**src/rtl/core/assert_macros.svh**
```systemverilog
// ---------------------------------------------------------------------------
// assert_macros.svh
// Shared assertion macros, clocked on clk and disabled during reset.
// ---------------------------------------------------------------------------
`ifndef ASSERT_MACROS_SVH
`define ASSERT_MACROS_SVH

// Check that a property holds at every rising clk edge outside reset.
`define ASSERT_CLK(label, prop, msg) \
	label: assert property (@(posedge clk) disable iff (!arst_n) (prop)) else $error(msg);

// Check that a condition is never true outside reset.
`define ASSERT_NEVER(label, cond, msg) \
	label: assert property (@(posedge clk) disable iff (!arst_n) !(cond)) else $error(msg);

`endif

```
**src/rtl/core/rdpd_pkg.sv**
```systemverilog
// ---------------------------------------------------------------------------
// rdpd_pkg
// Types, widths and constants shared by the rotary dial pulse decoder.
// ---------------------------------------------------------------------------
`timescale 1ns / 1ps

package rdpd_pkg;

	localparam int HOOK_W        = 8;
	localparam int LINE_W        = 3;
	localparam int DIGIT_W       = 4;
	localparam int CFG_W         = 16;
	localparam int LINES_CFG_W   = 4;
	localparam int CFG_IDX_W     = 2;

	localparam int MAX_LINES_DEF = 8;
	localparam int TIME_BITS_DEF = 32;

	localparam logic [CFG_W-1:0]       DEBOUNCE_RST = 16'd10;
	localparam logic [CFG_W-1:0]       GAP_RST      = 16'd100;
	localparam logic [LINES_CFG_W-1:0] LINES_RST    = 4'd8;

	// Pulse count wraps from this value back to zero.
	localparam logic [DIGIT_W-1:0] DIGIT_LAST = 4'd9;

	typedef enum logic [CFG_IDX_W-1:0] {
		CFG_DEBOUNCE = 2'd0,
		CFG_GAP      = 2'd1,
		CFG_LINES    = 2'd2
	} cfg_reg_t;

	typedef enum logic {
		EV_START = 1'b0,
		EV_DIGIT = 1'b1
	} event_kind_t;

	typedef struct packed {
		logic                fire;
		event_kind_t         kind;
		logic [DIGIT_W-1:0]  digit;
	} lane_event_t;

endpackage

```
**src/rtl/core/rdpd_lane.sv**
```systemverilog
// ---------------------------------------------------------------------------
// rdpd_lane
// Per-line debounce, pulse counting and digit detection for one tick.
// ---------------------------------------------------------------------------
`timescale 1ns / 1ps

`include "assert_macros.svh"

module rdpd_lane #(
	parameter int TIME_BITS = rdpd_pkg::TIME_BITS_DEF
) (
	input  logic                          clk,
	input  logic                          arst_n,
	input  logic                          tick,
	input  logic                          rearm,
	input  logic                          en,
	input  logic                          level,
	input  logic [TIME_BITS-1:0]          now,
	input  logic [rdpd_pkg::CFG_W-1:0]    debounce_min,
	input  logic [rdpd_pkg::CFG_W-1:0]    gap_max,
	output rdpd_pkg::lane_event_t         ev
);
	import rdpd_pkg::*;

	logic                 raw_q, stable_q, evalid_q, inpulse_q, dial_q;
	logic [TIME_BITS-1:0] dstamp_q, estamp_q;
	logic [DIGIT_W-1:0]   count_q;

	logic                 raw_d, stable_d, evalid_d, inpulse_d, dial_d;
	logic [TIME_BITS-1:0] dstamp_d, estamp_d;
	logic [DIGIT_W-1:0]   count_d;

	logic [TIME_BITS-1:0] held, gap, dmin_ext, gmax_ext;
	logic                 hold;

	assign dmin_ext = TIME_BITS'(debounce_min);
	assign gmax_ext = TIME_BITS'(gap_max);

	always_comb begin
		// re-arm first, then decode against the re-armed state
		raw_d     = raw_q;
		stable_d  = stable_q;
		estamp_d  = estamp_q;
		inpulse_d = rearm ? 1'b0 : inpulse_q;
		dial_d    = rearm ? 1'b0 : dial_q;
		count_d   = rearm ? '0 : count_q;
		evalid_d  = rearm ? 1'b0 : evalid_q;
		dstamp_d  = rearm ? now : dstamp_q;
		ev        = '{fire: 1'b0, kind: EV_START, digit: '0};

		held = now - dstamp_d;
		gap  = evalid_d ? (now - estamp_q) : '0;
		hold = (level && stable_q && (gap <= gmax_ext)) || (!level && !stable_q);

		if (en) begin
			if (level != raw_q) begin
				raw_d    = level;
				dstamp_d = now;
			end else if (held >= dmin_ext && !hold) begin
				stable_d = level;
				// a high right after re-arm settles with no edge to act on
				if (!level && !inpulse_d) begin
					inpulse_d = 1'b1;
					estamp_d  = now;
					evalid_d  = 1'b1;
				end else if (level && inpulse_d) begin
					inpulse_d = 1'b0;
					count_d   = (count_d == DIGIT_LAST) ? '0 : count_d + 1'b1;
					estamp_d  = now;
					evalid_d  = 1'b1;
					if (!dial_d) begin
						dial_d = 1'b1;
						ev     = '{fire: 1'b1, kind: EV_START, digit: '0};
					end
				end else if (level && !inpulse_d && gap > gmax_ext) begin
					ev       = '{fire: 1'b1, kind: EV_DIGIT, digit: count_d};
					count_d  = '0;
					evalid_d = 1'b0;
				end
			end
		end
	end

	always_ff @(posedge clk or negedge arst_n) begin
		if (!arst_n) begin
			raw_q     <= 1'b0;
			stable_q  <= 1'b0;
			evalid_q  <= 1'b0;
			inpulse_q <= 1'b0;
			dial_q    <= 1'b0;
			count_q   <= '0;
			dstamp_q  <= '0;
		end else if (tick) begin
			raw_q     <= raw_d;
			stable_q  <= stable_d;
			evalid_q  <= evalid_d;
			inpulse_q <= inpulse_d;
			dial_q    <= dial_d;
			count_q   <= count_d;
			dstamp_q  <= dstamp_d;
		end
	end

	// edge stamp is only read while evalid_q is set
	always_ff @(posedge clk) begin
		if (tick) begin
			estamp_q <= estamp_d;
		end
	end

	`ASSERT_CLK(a_count_range, count_q <= DIGIT_LAST, "pulse count left 0..9")
	`ASSERT_NEVER(a_fire_idle_line, ev.fire && !en, "event raised on a line not in use")
	`ASSERT_NEVER(a_start_no_digit, ev.fire && ev.kind == EV_START && ev.digit != '0, "start with digit")

endmodule

```
**src/rtl/core/rdpd_merge.sv**
```systemverilog
// ---------------------------------------------------------------------------
// rdpd_merge
// Collect lane events of one tick and send them out lowest line first.
// ---------------------------------------------------------------------------
`timescale 1ns / 1ps

`include "assert_macros.svh"

module rdpd_merge #(
	parameter int LANES = rdpd_pkg::MAX_LINES_DEF
) (
	input  logic                          clk,
	input  logic                          arst_n,
	input  logic                          load,
	input  rdpd_pkg::lane_event_t         ev [LANES],
	output logic                          take_ok,
	output logic                          out_valid,
	input  logic                          out_ready,
	output logic [rdpd_pkg::LINE_W-1:0]   line_number,
	output logic                          event_kind,
	output logic [rdpd_pkg::DIGIT_W-1:0]  digit_value,
	output logic                          last_of_run
);
	import rdpd_pkg::*;

	localparam logic [LANES-1:0] ONE = LANES'(1);

	logic [LANES-1:0]   pend_q, rest;
	event_kind_t        kind_q  [LANES];
	logic [DIGIT_W-1:0] digit_q [LANES];

	logic               pop;
	logic [LINE_W-1:0]  sel_line;
	event_kind_t        sel_kind;
	logic [DIGIT_W-1:0] sel_digit;

	logic               out_valid_q, last_q, kind_out_q;
	logic [LINE_W-1:0]  line_q;
	logic [DIGIT_W-1:0] digit_out_q;

	always_comb begin
		sel_line  = '0;
		sel_kind  = EV_START;
		sel_digit = '0;
		for (int i = LANES - 1; i >= 0; i--) begin
			if (pend_q[i]) begin
				sel_line  = LINE_W'(i);
				sel_kind  = kind_q[i];
				sel_digit = digit_q[i];
			end
		end
	end

	// drop the lowest pending line
	assign rest    = pend_q & (pend_q - ONE);
	assign pop     = (pend_q != '0) && (!out_valid_q || out_ready);
	assign take_ok = (pend_q == '0) || (pop && rest == '0);

	always_ff @(posedge clk or negedge arst_n) begin
		if (!arst_n) begin
			pend_q <= '0;
		end else if (load) begin
			for (int i = 0; i < LANES; i++) begin
				pend_q[i] <= ev[i].fire;
			end
		end else if (pop) begin
			pend_q <= rest;
		end
	end

	always_ff @(posedge clk) begin
		if (load) begin
			for (int i = 0; i < LANES; i++) begin
				kind_q[i]  <= ev[i].kind;
				digit_q[i] <= ev[i].digit;
			end
		end
	end

	always_ff @(posedge clk or negedge arst_n) begin
		if (!arst_n) begin
			out_valid_q <= 1'b0;
		end else if (pop) begin
			out_valid_q <= 1'b1;
		end else if (out_ready) begin
			out_valid_q <= 1'b0;
		end
	end

	always_ff @(posedge clk) begin
		if (pop) begin
			line_q      <= sel_line;
			kind_out_q  <= sel_kind;
			digit_out_q <= sel_digit;
			last_q      <= (rest == '0);
		end
	end

	assign out_valid   = out_valid_q;
	assign line_number = line_q;
	assign event_kind  = kind_out_q;
	assign digit_value = digit_out_q;
	assign last_of_run = last_q;

	`ASSERT_CLK(a_run_tail_pending, (out_valid_q && !last_q) |-> (pend_q != '0), "run cut short")
	`ASSERT_CLK(a_no_load_over_run, ($countones(pend_q) > 1) |-> !take_ok, "tick taken over run")
	`ASSERT_CLK(a_out_hold, (out_valid_q && !out_ready) |=> (out_valid_q && $stable(line_q)), "word lost")

endmodule

```
**src/rtl/core/rotary_dial_pulse_decoder_top.sv**
```systemverilog
// ---------------------------------------------------------------------------
// rotary_dial_pulse_decoder_top
// Rotary dial pulse decoder: one input word per millisecond tick, one output
// word per dialing-started or digit-received event.
// ---------------------------------------------------------------------------
// Path: a tick's events go into the merge stage's pending set, then the output
// register. Flow: a tick word is taken only when no line is pending or the last
// one is being passed on; the merge stage drains one line per cycle into the
// single output register whenever that register is empty or being read.
// Reset: asynchronous, clears tick clock, line state bar the edge stamps, and
// out_valid; configuration returns to debounce 10, digit gap 100, eight lines.
`timescale 1ns / 1ps

module rotary_dial_pulse_decoder_top #(
	parameter int MAX_LINES = rdpd_pkg::MAX_LINES_DEF,
	parameter int TIME_BITS = rdpd_pkg::TIME_BITS_DEF
) (
	input  logic                              clk,
	input  logic                              arst_n,
	// tick words
	input  logic                              in_valid,
	output logic                              in_ready,
	input  logic [rdpd_pkg::HOOK_W-1:0]       hook_levels,
	input  logic                              rearm,
	// event words
	output logic                              out_valid,
	input  logic                              out_ready,
	output logic [rdpd_pkg::LINE_W-1:0]       line_number,
	output logic                              event_kind,
	output logic [rdpd_pkg::DIGIT_W-1:0]      digit_value,
	output logic                              last_of_run,
	// configuration writes
	input  logic                              cfg_we,
	input  logic [rdpd_pkg::CFG_IDX_W-1:0]    cfg_index,
	input  logic [rdpd_pkg::CFG_W-1:0]        cfg_wdata
);
	import rdpd_pkg::*;

	// lanes past the width of the hook word can never be decoded
	localparam int LANES = (MAX_LINES > HOOK_W) ? HOOK_W : MAX_LINES;

	logic [CFG_W-1:0]       dmin_q, gmax_q;
	logic [LINES_CFG_W-1:0] lines_q;
	logic [TIME_BITS-1:0]   tick_q, now;
	logic                   tick;
	lane_event_t            lane_ev [LANES];

	assign tick = in_valid && in_ready;
	// the tick clock advances before anything else looks at it
	assign now  = tick_q + 1'b1;

	always_ff @(posedge clk or negedge arst_n) begin
		if (!arst_n) begin
			dmin_q  <= DEBOUNCE_RST;
			gmax_q  <= GAP_RST;
			lines_q <= LINES_RST;
		end else if (cfg_we) begin
			unique case (cfg_index)
				CFG_DEBOUNCE: dmin_q  <= cfg_wdata;
				CFG_GAP:      gmax_q  <= cfg_wdata;
				CFG_LINES:    lines_q <= cfg_wdata[LINES_CFG_W-1:0];
				default: begin
					// index past the register list: ignore the write
				end
			endcase
		end
	end

	always_ff @(posedge clk or negedge arst_n) begin
		if (!arst_n) begin
			tick_q <= '0;
		end else if (tick) begin
			tick_q <= now;
		end
	end

	// one decoder lane per phone line, all stepping on the same tick
	for (genvar g = 0; g < LANES; g++) begin : g_lane
		rdpd_lane #(
			.TIME_BITS(TIME_BITS)
		) u_lane (
			.clk          (clk),
			.arst_n       (arst_n),
			.tick         (tick),
			.rearm        (rearm),
			.en           (lines_q > LINES_CFG_W'(g)),
			.level        (hook_levels[g]),
			.now          (now),
			.debounce_min (dmin_q),
			.gap_max      (gmax_q),
			.ev           (lane_ev[g])
		);
	end

	// serialize the lane events of a tick, lowest line first
	rdpd_merge #(
		.LANES(LANES)
	) u_merge (
		.clk         (clk),
		.arst_n      (arst_n),
		.load        (tick),
		.ev          (lane_ev),
		.take_ok     (in_ready),
		.out_valid   (out_valid),
		.out_ready   (out_ready),
		.line_number (line_number),
		.event_kind  (event_kind),
		.digit_value (digit_value),
		.last_of_run (last_of_run)
	);

endmodule
```
**config.mk**
```make
export PLATFORM = sky130hd
export DESIGN_NAME = rotary_dial_pulse_decoder_top
export DESIGN_NICKNAME = d
export VERILOG_FILES = /design/src/rtl/core/rdpd_pkg.sv /design/src/rtl/core/rdpd_lane.sv /design/src/rtl/core/rdpd_merge.sv /design/src/rtl/core/rotary_dial_pulse_decoder_top.sv
export VERILOG_INCLUDE_DIRS = /design/src /design/src/rtl/core
export SDC_FILE = /design/constraint.sdc
export NUM_CORES = 2
export LEC_CHECK = 0
export BUFFER_PORTS_ARGS = -buffer_cell sky130_fd_sc_hd__buf_2
export CAP_MARGIN = 0
export CORE_MARGIN = 4
export CORE_UTILIZATION = 50
export DETAILED_ROUTE_END_ITERATION = 8
export PLACE_DENSITY = 0.65
export SYNTH_ARGS = -nofsm -noshare
export SYNTH_HDL_FRONTEND = slang
export SYNTH_SLANG_ARGS = --single-unit
```
**constraint.sdc**
```tcl
create_clock -name clk -period 24.5 [get_ports clk]
set_input_delay 4.9 -clock clk [delete_from_list [all_inputs] [get_ports clk]]
set_output_delay 4.9 -clock clk [all_outputs]
set_load 0.005 [all_outputs]
```
# Word-level counts from Yosys, hierarchy flattened
# Memory sizes are Yosys's and may differ from the RTL's.
# Index checks and enable logic that the tools add are counted.
dict set report op_classes {
  eq_ne 18
  bitwise 9
  add_sub_neg 26
  mux 349
  n_lt_le_gt_ge 32
  n_reduce_logical 153
}
# op count
set ops {}
lappend ops {{two-way mux 32 bit} 48}
lappend ops {{subtractor 32 bit} 16}
lappend ops {{two-way mux 6 bit} 56}
lappend ops {{two-way mux 4 bit} 72}
lappend ops {{>= comparator 32 x 16 -> 1 bit} 8}
lappend ops {{greater-than comparator 32 x 16 -> 1 bit} 8}
lappend ops {{<= comparator 32 x 16 -> 1 bit} 8}
lappend ops {{two-way mux 1 bit} 165}
lappend ops {{logical AND 1 bit} 67}
lappend ops {{AND reduction 5 bit} 8}
lappend ops {{zero test 1 bit} 33}
lappend ops {{adder 32 x 1 -> 32 bit, second input constant} 1}
lappend ops {{adder 4 x 1 -> 4 bit, second input constant} 8}
lappend ops {{== test 4 bit, second input constant} 8}
lappend ops {{AND reduction 4 bit} 8}
lappend ops {{AND reduction 3 bit} 8}
lappend ops {{nonzero test 2 bit} 10}
lappend ops {{greater-than comparator 4 x 3 -> 1 bit, second input constant} 4}
lappend ops {{zero test 8 bit} 2}
lappend ops {{two-way mux 8 bit} 2}
lappend ops {{two-way mux 3 bit} 4}
lappend ops {{logical OR 1 bit} 10}
lappend ops {{bitwise AND 8 bit} 1}
lappend ops {{greater-than comparator 4 x 1 -> 1 bit, second input constant} 2}
lappend ops {{12 further kinds} 30}
dict set report totals {
  word_cells 665
  mem_count 2
  register_bits 670
  ram_bits 40
  in_bits 32
}
# memory words word_bits rd rd_ports_with_merged_regs write_ports line
set mem_list {}
lappend mem_list {u_merge.digit_q 8 4 8 0 8 rdpd_merge.sv:30} ;# logic [DIGIT_W-1:0] digit_q [LANES];
lappend mem_list {u_merge.kind_q 8 1 8 0 8 rdpd_merge.sv:29} ;# event_kind_t kind_q [LANES];

# Depth between registers and ports, before layout
dict set report logic_depth {
  word_depth 12
  mapped_depth 47
}

# Modules after synthesis
# From an unflattened synthesis, not the netlist that was laid out.
dict set report hier_totals {
  cells_unflattened 8326
  hier_area_um2 70986.8
}
# mod cells_each instances area_each_um2
set modules_own_cells {}
lappend modules_own_cells {{rdpd_lane (g_lane[0].u_lane ...)} 1000 4 8282.9}
lappend modules_own_cells {{rdpd_lane (g_lane[2].u_lane)} 986 1 8115.3}
lappend modules_own_cells {{rdpd_lane (g_lane[6].u_lane)} 985 1 8091.5}
lappend modules_own_cells {{rdpd_lane (g_lane[7].u_lane)} 943 1 8007.7}
lappend modules_own_cells {{rdpd_lane (g_lane[1].u_lane)} 944 1 7925.1}
lappend modules_own_cells {rotary_dial_pulse_decoder_top 296 1 3367.0}
lappend modules_own_cells {rdpd_merge 172 1 2348.5}

# Worst setup path after synthesis
# No wires, ideal clock.
dict set report synth_timing {
  path_type {input-to-reg}
  from {in rearm}
  to {reg g_lane[0].u_lane.estamp_q[0] (enable)}
  setup_ns 0.421
  cell_stages 47
  arrival_ns 14.224
  slack_ns 9.855
  n_path_buf 16
  t_required_ns 24.079
  path_cell_list {buf_2 buf_2 buf_2 buf_2 buf_2 buf_2 buf_2 buf_2 buf_2 buf_2 buf_2 clkbuf_1 clkbuf_1 clkbuf_1 clkbuf_1 clkbuf_1 nand2_1 o21ai_0 [... 11 more ...] a21oi_1 a211o_1 o221a_2 ha_1 nand4_1 nor2_1 o21ai_0 a21oi_1 and4b_1 nand4b_1 nor3_1 and4_1 nand4b_1 nor4_1 a21oi_1 and2_1 nand3_1 nor2_1}
}
dict set report synth_between {
  elab_chain_cells 8
  word_cells_on_any_way 16
  classes_between {add/sub (1); order compare (2); mux (4); reduce/logical (9)}
}
# element line
set synth_rtl {}
lappend synth_rtl {{start, declared} rotary_dial_pulse_decoder_top.sv:24} ;# input logic rearm,
lappend synth_rtl {{branches (longest 7 deep; another with subtractor 32 bit)} --}
lappend synth_rtl {{AND reduction 5 bit (no source line) *} --}
lappend synth_rtl {{end signal, assigned} rdpd_lane.sv:107} ;# estamp_q <= estamp_d;
lappend synth_rtl {{end, declared} rdpd_lane.sv:26} ;# logic [TIME_BITS-1:0] dstamp_q, estamp_q;
# Mark *: on every way between the ends.
# A chain may end at the register's enable or synchronous reset.

# Worst setup path in the final report
dict set report layout_timing {
  from {in rearm}
  to {reg g_lane[0].u_lane.estamp_q[26] (enable)}
}
# Same word-level chain as after synthesis.

==> impl_metrics.json <==
{
  "place_ws_ns": 10.78,
  "numCtsBuffers": 92,
  "pin_count": 43,
  "wl_per_cell_um": 27.9,
  "layout_setup_ws_ns": 11.22,
  "slowest_delay_ns": 0.67,
  "vias": 71500,
  "synth-seq-cells": 710,
  "synth-edff-count": 305,
  "fmax_ghz": 0.0753,
  "clk_latency_ns": 0.77,
  "first_iter_violations": 7390,
  "fin_util": 0.541,
  "fin_tns_setup_ns": 0,
  "rows": 140,
  "status": "finished with violations",
  "h-tree-depth": 3,
  "antenna_found_initial": 11,
  "root_buffer": "clkbuf_16",
  "grt_setup_unrepaired": "false",
  "layout_commonest_cell": "nor2_1",
  "cpMostUsedCell": "a21oi_1",
  "place.gp.congestion": 1.05,
  "path_clk_slew_ns": 0.06,
  "chipWidth_um": 390,
  "grt_usage": 0.379,
  "yosys_warnings": 0,
  "ir_drop_uv": 75.8,
  "place_hpwl_mm": 222,
  "crit_type": "primary input to register",
  "cts_tree": "built",
  "ys_seq_area_frac": 0.264,
  "yosys_most_used_dff": "dfrtp_1",
  "postCtsSetupRepairBufs": 0,
  "grt_overflow": 0,
  "vias_per_cell": 6.67,
  "ys_types": 121,
  "grt_max_degree": 94,
  "postPlaceCellArea_um2": 75500,
  "period_needed_ns": 13.28,
  "crit_buf_inv": 2,
  "cts_resized": 0,
  "relSlewSlack": 0.0242,
  "synthArstFlopShare": 0.570,
  "cp_data_required_time_ns": 24.92,
  "violations": "capacitance limit",
  "core-area_um2": 145000,
  "grt_pass1_wl_mm": 436,
  "hold_buffers": 0,
  "die_h_um": 390,
  "start_kind": "primary input",
  "powerDensity_nw_per_um2": 97.2,
  "io_buffers": 42,
  "worst_slew_pin_slew_ns": 1.45,
  "postRouteAntennaNets": 0,
  "dieArea_um2": 152000,
  "holdWs_ns": 0.479,
  "layout.nets": 9313,
  "hold_class": "register to register",
  "cp_max_fo": 69,
  "cts_sinks": 710,
  "final-hold-violation-count": 0,
  "slew_violations": 0,
  "r2r_setup_slack_ns": 13.69,
  "synthesis.nets": 9437,
  "leakage_nw": 34.1,
  "cpLargestDelayFamily": "compound AO/OA/AOI/OAI gates",
  "netlist_area_um2": 73100,
  "start_util": 0.503,
  "final_cell_mix": "870 x nor2_1, 817 x a21oi_1, 671 x nand2_1",
  "drt-total-wl_mm": 299,
  "grt_pass1_vias": 67700,
  "firstDrtPassIters": 7,
  "end_kind": "register",
  "fin_worst_skew_ns": 0.0756,
  "maxCapViolCount": 1,
  "synth_area_per_cell_um2": 8.27,
  "synthToLayoutAreaGrowth_pct": 7.71,
  "cp_slowest_cell": "buf_4",
  "fin_area_um2": 78700,
  "drc": 0,
  "drive_gt1_frac": 0.0710,
  "syn_inst": 8836,
  "worstPathArrival_ns": 13.69,
  "period_share": 0.542,
  "setup_viol_count_final": 0,
  "clockBufferDepth": 3
}
==> per-stage QoR <==
stage                     cells  total power [W]
after floorplan            8836          0.00479
after global placement    10500          0.00603
after detailed placement  10500          0.00611
after CTS                 10700          0.00759
after global routing      10700          0.00817
final                     10700          0.00765
==> tightest hold or removal path: stages (launching register included) <==
cell and delay (ns):
dfrtp_1 0.33, nand2_1 0.04, o21ai_0 0.07
==> report_power, final <==
part | total (W) | switching (W) | internal (W) | leakage (nW)
Combinational | 0.00454 | 0.00277 | 0.00177 | 24.8
Clock | 0.00145 | 0.000618 | 0.000835 | 1.55
Sequential | 0.00166 | 0.000200 | 0.00146 | 7.73
==> kinds of logic (layout without fill, tap and decap cells) <==
| logic type | Yosys count | count (layout) | share of synthesized area |
|---|---|---|---|
| simple gates | 2840 | 2840 | 0.190 |
| buf+inv | 1009 | 964 | 0.0556 |
| fa+ha+maj | 676 | 676 | 0.114 |
| mux | 104 | 104 | 0.0150 |
| compound gates | 2904 | 2904 | 0.259 |
| flops | 710 | 710 | 0.264 |
| other cells | 0 | 11 | 0 |
| xor+xnor | 593 | 593 | 0.102 |
==> path summary, 6_finish.rpt <==
path                                                           start                                         to  depth (start not counted)
max                                                            rearm    g_lane[0].u_lane.estamp_q[26]$_DFFE_PP_                         33
min                        g_lane[4].u_lane.dstamp_q[28]$_DFFE_PN0P_  g_lane[4].u_lane.dstamp_q[28]$_DFFE_PN0P_                          2
min reg2reg                g_lane[4].u_lane.dstamp_q[28]$_DFFE_PN0P_  g_lane[4].u_lane.dstamp_q[28]$_DFFE_PN0P_                          2
max reg2reg                                    tick_q[0]$_DFFE_PN0P_    g_lane[3].u_lane.estamp_q[30]$_DFFE_PP_                         37
max in group asynchronous                                     arst_n                     tick_q[26]$_DFFE_PN0P_                          3
min in group asynchronous                                     arst_n    g_lane[1].u_lane.count_q[1]$_DFFE_PN0P_                          1
==> layer usage <==
metal | global-route usage | part of all wire
met5 | 0 | 0.000057
met4 | 0.262 | 0.083
met3 | 0.0681 | 0.090
met2 | 0.601 | 0.44
met1 | 0.470 | 0.38
==> sequential cells by signal, indices dropped and copies added, names as in the netlist <==
register,count
u_merge.pend_q,8
g_lane.u_lane.raw_q,8
g_lane.u_lane.count_q,32
tick_q,32
u_merge.last_of_run,1
u_merge.line_number,3
g_lane.u_lane.dial_q,8
g_lane.u_lane.estamp_q,256
u_merge.event_kind,1
g_lane.u_lane.inpulse_q,8
u_merge.digit_value,4
u_merge.out_valid,1
dmin_q,16
lines_q,4
u_merge.digit_q,32
gmax_q,16
g_lane.u_lane.dstamp_q,256
u_merge.kind_q,8
g_lane.u_lane.stable_q,8
g_lane.u_lane.evalid_q,8
==> final cells by class <==
cell class	count	area, um^2
fillers	13700	66700
multi-input cells	7117	50000
flip-flops and latches	710	19300
clock buffers	133	2650
well taps	1917	2400
inverters	551	2080
repair buffers	240	1730
clock inverters	40	563
diodes	11	27.5
==> Yosys cell counts, types with 128 or more instances <==
| cell | instances | area share |
|---|---|---|
| a21o_1 | 240 | 0.025 |
| a21oi_1 | 818 | 0.056 |
| a31oi_1 | 128 | 0.011 |
| clkbuf_1 | 280 | 0.014 |
| dfrtp_1 | 399 | 0.14 |
| edfxtp_1 | 305 | 0.13 |
| ha_1 | 553 | 0.095 |
| inv_1 | 538 | 0.028 |
| nand2_1 | 672 | 0.035 |
| nand3_1 | 212 | 0.015 |
| nor2_1 | 888 | 0.046 |
| nor3_1 | 208 | 0.014 |
| o21ai_0 | 615 | 0.042 |
| xnor2_1 | 298 | 0.036 |
| xnor3_1 | 161 | 0.050 |
Note: power is estimated with default switching activity, not from simulation.
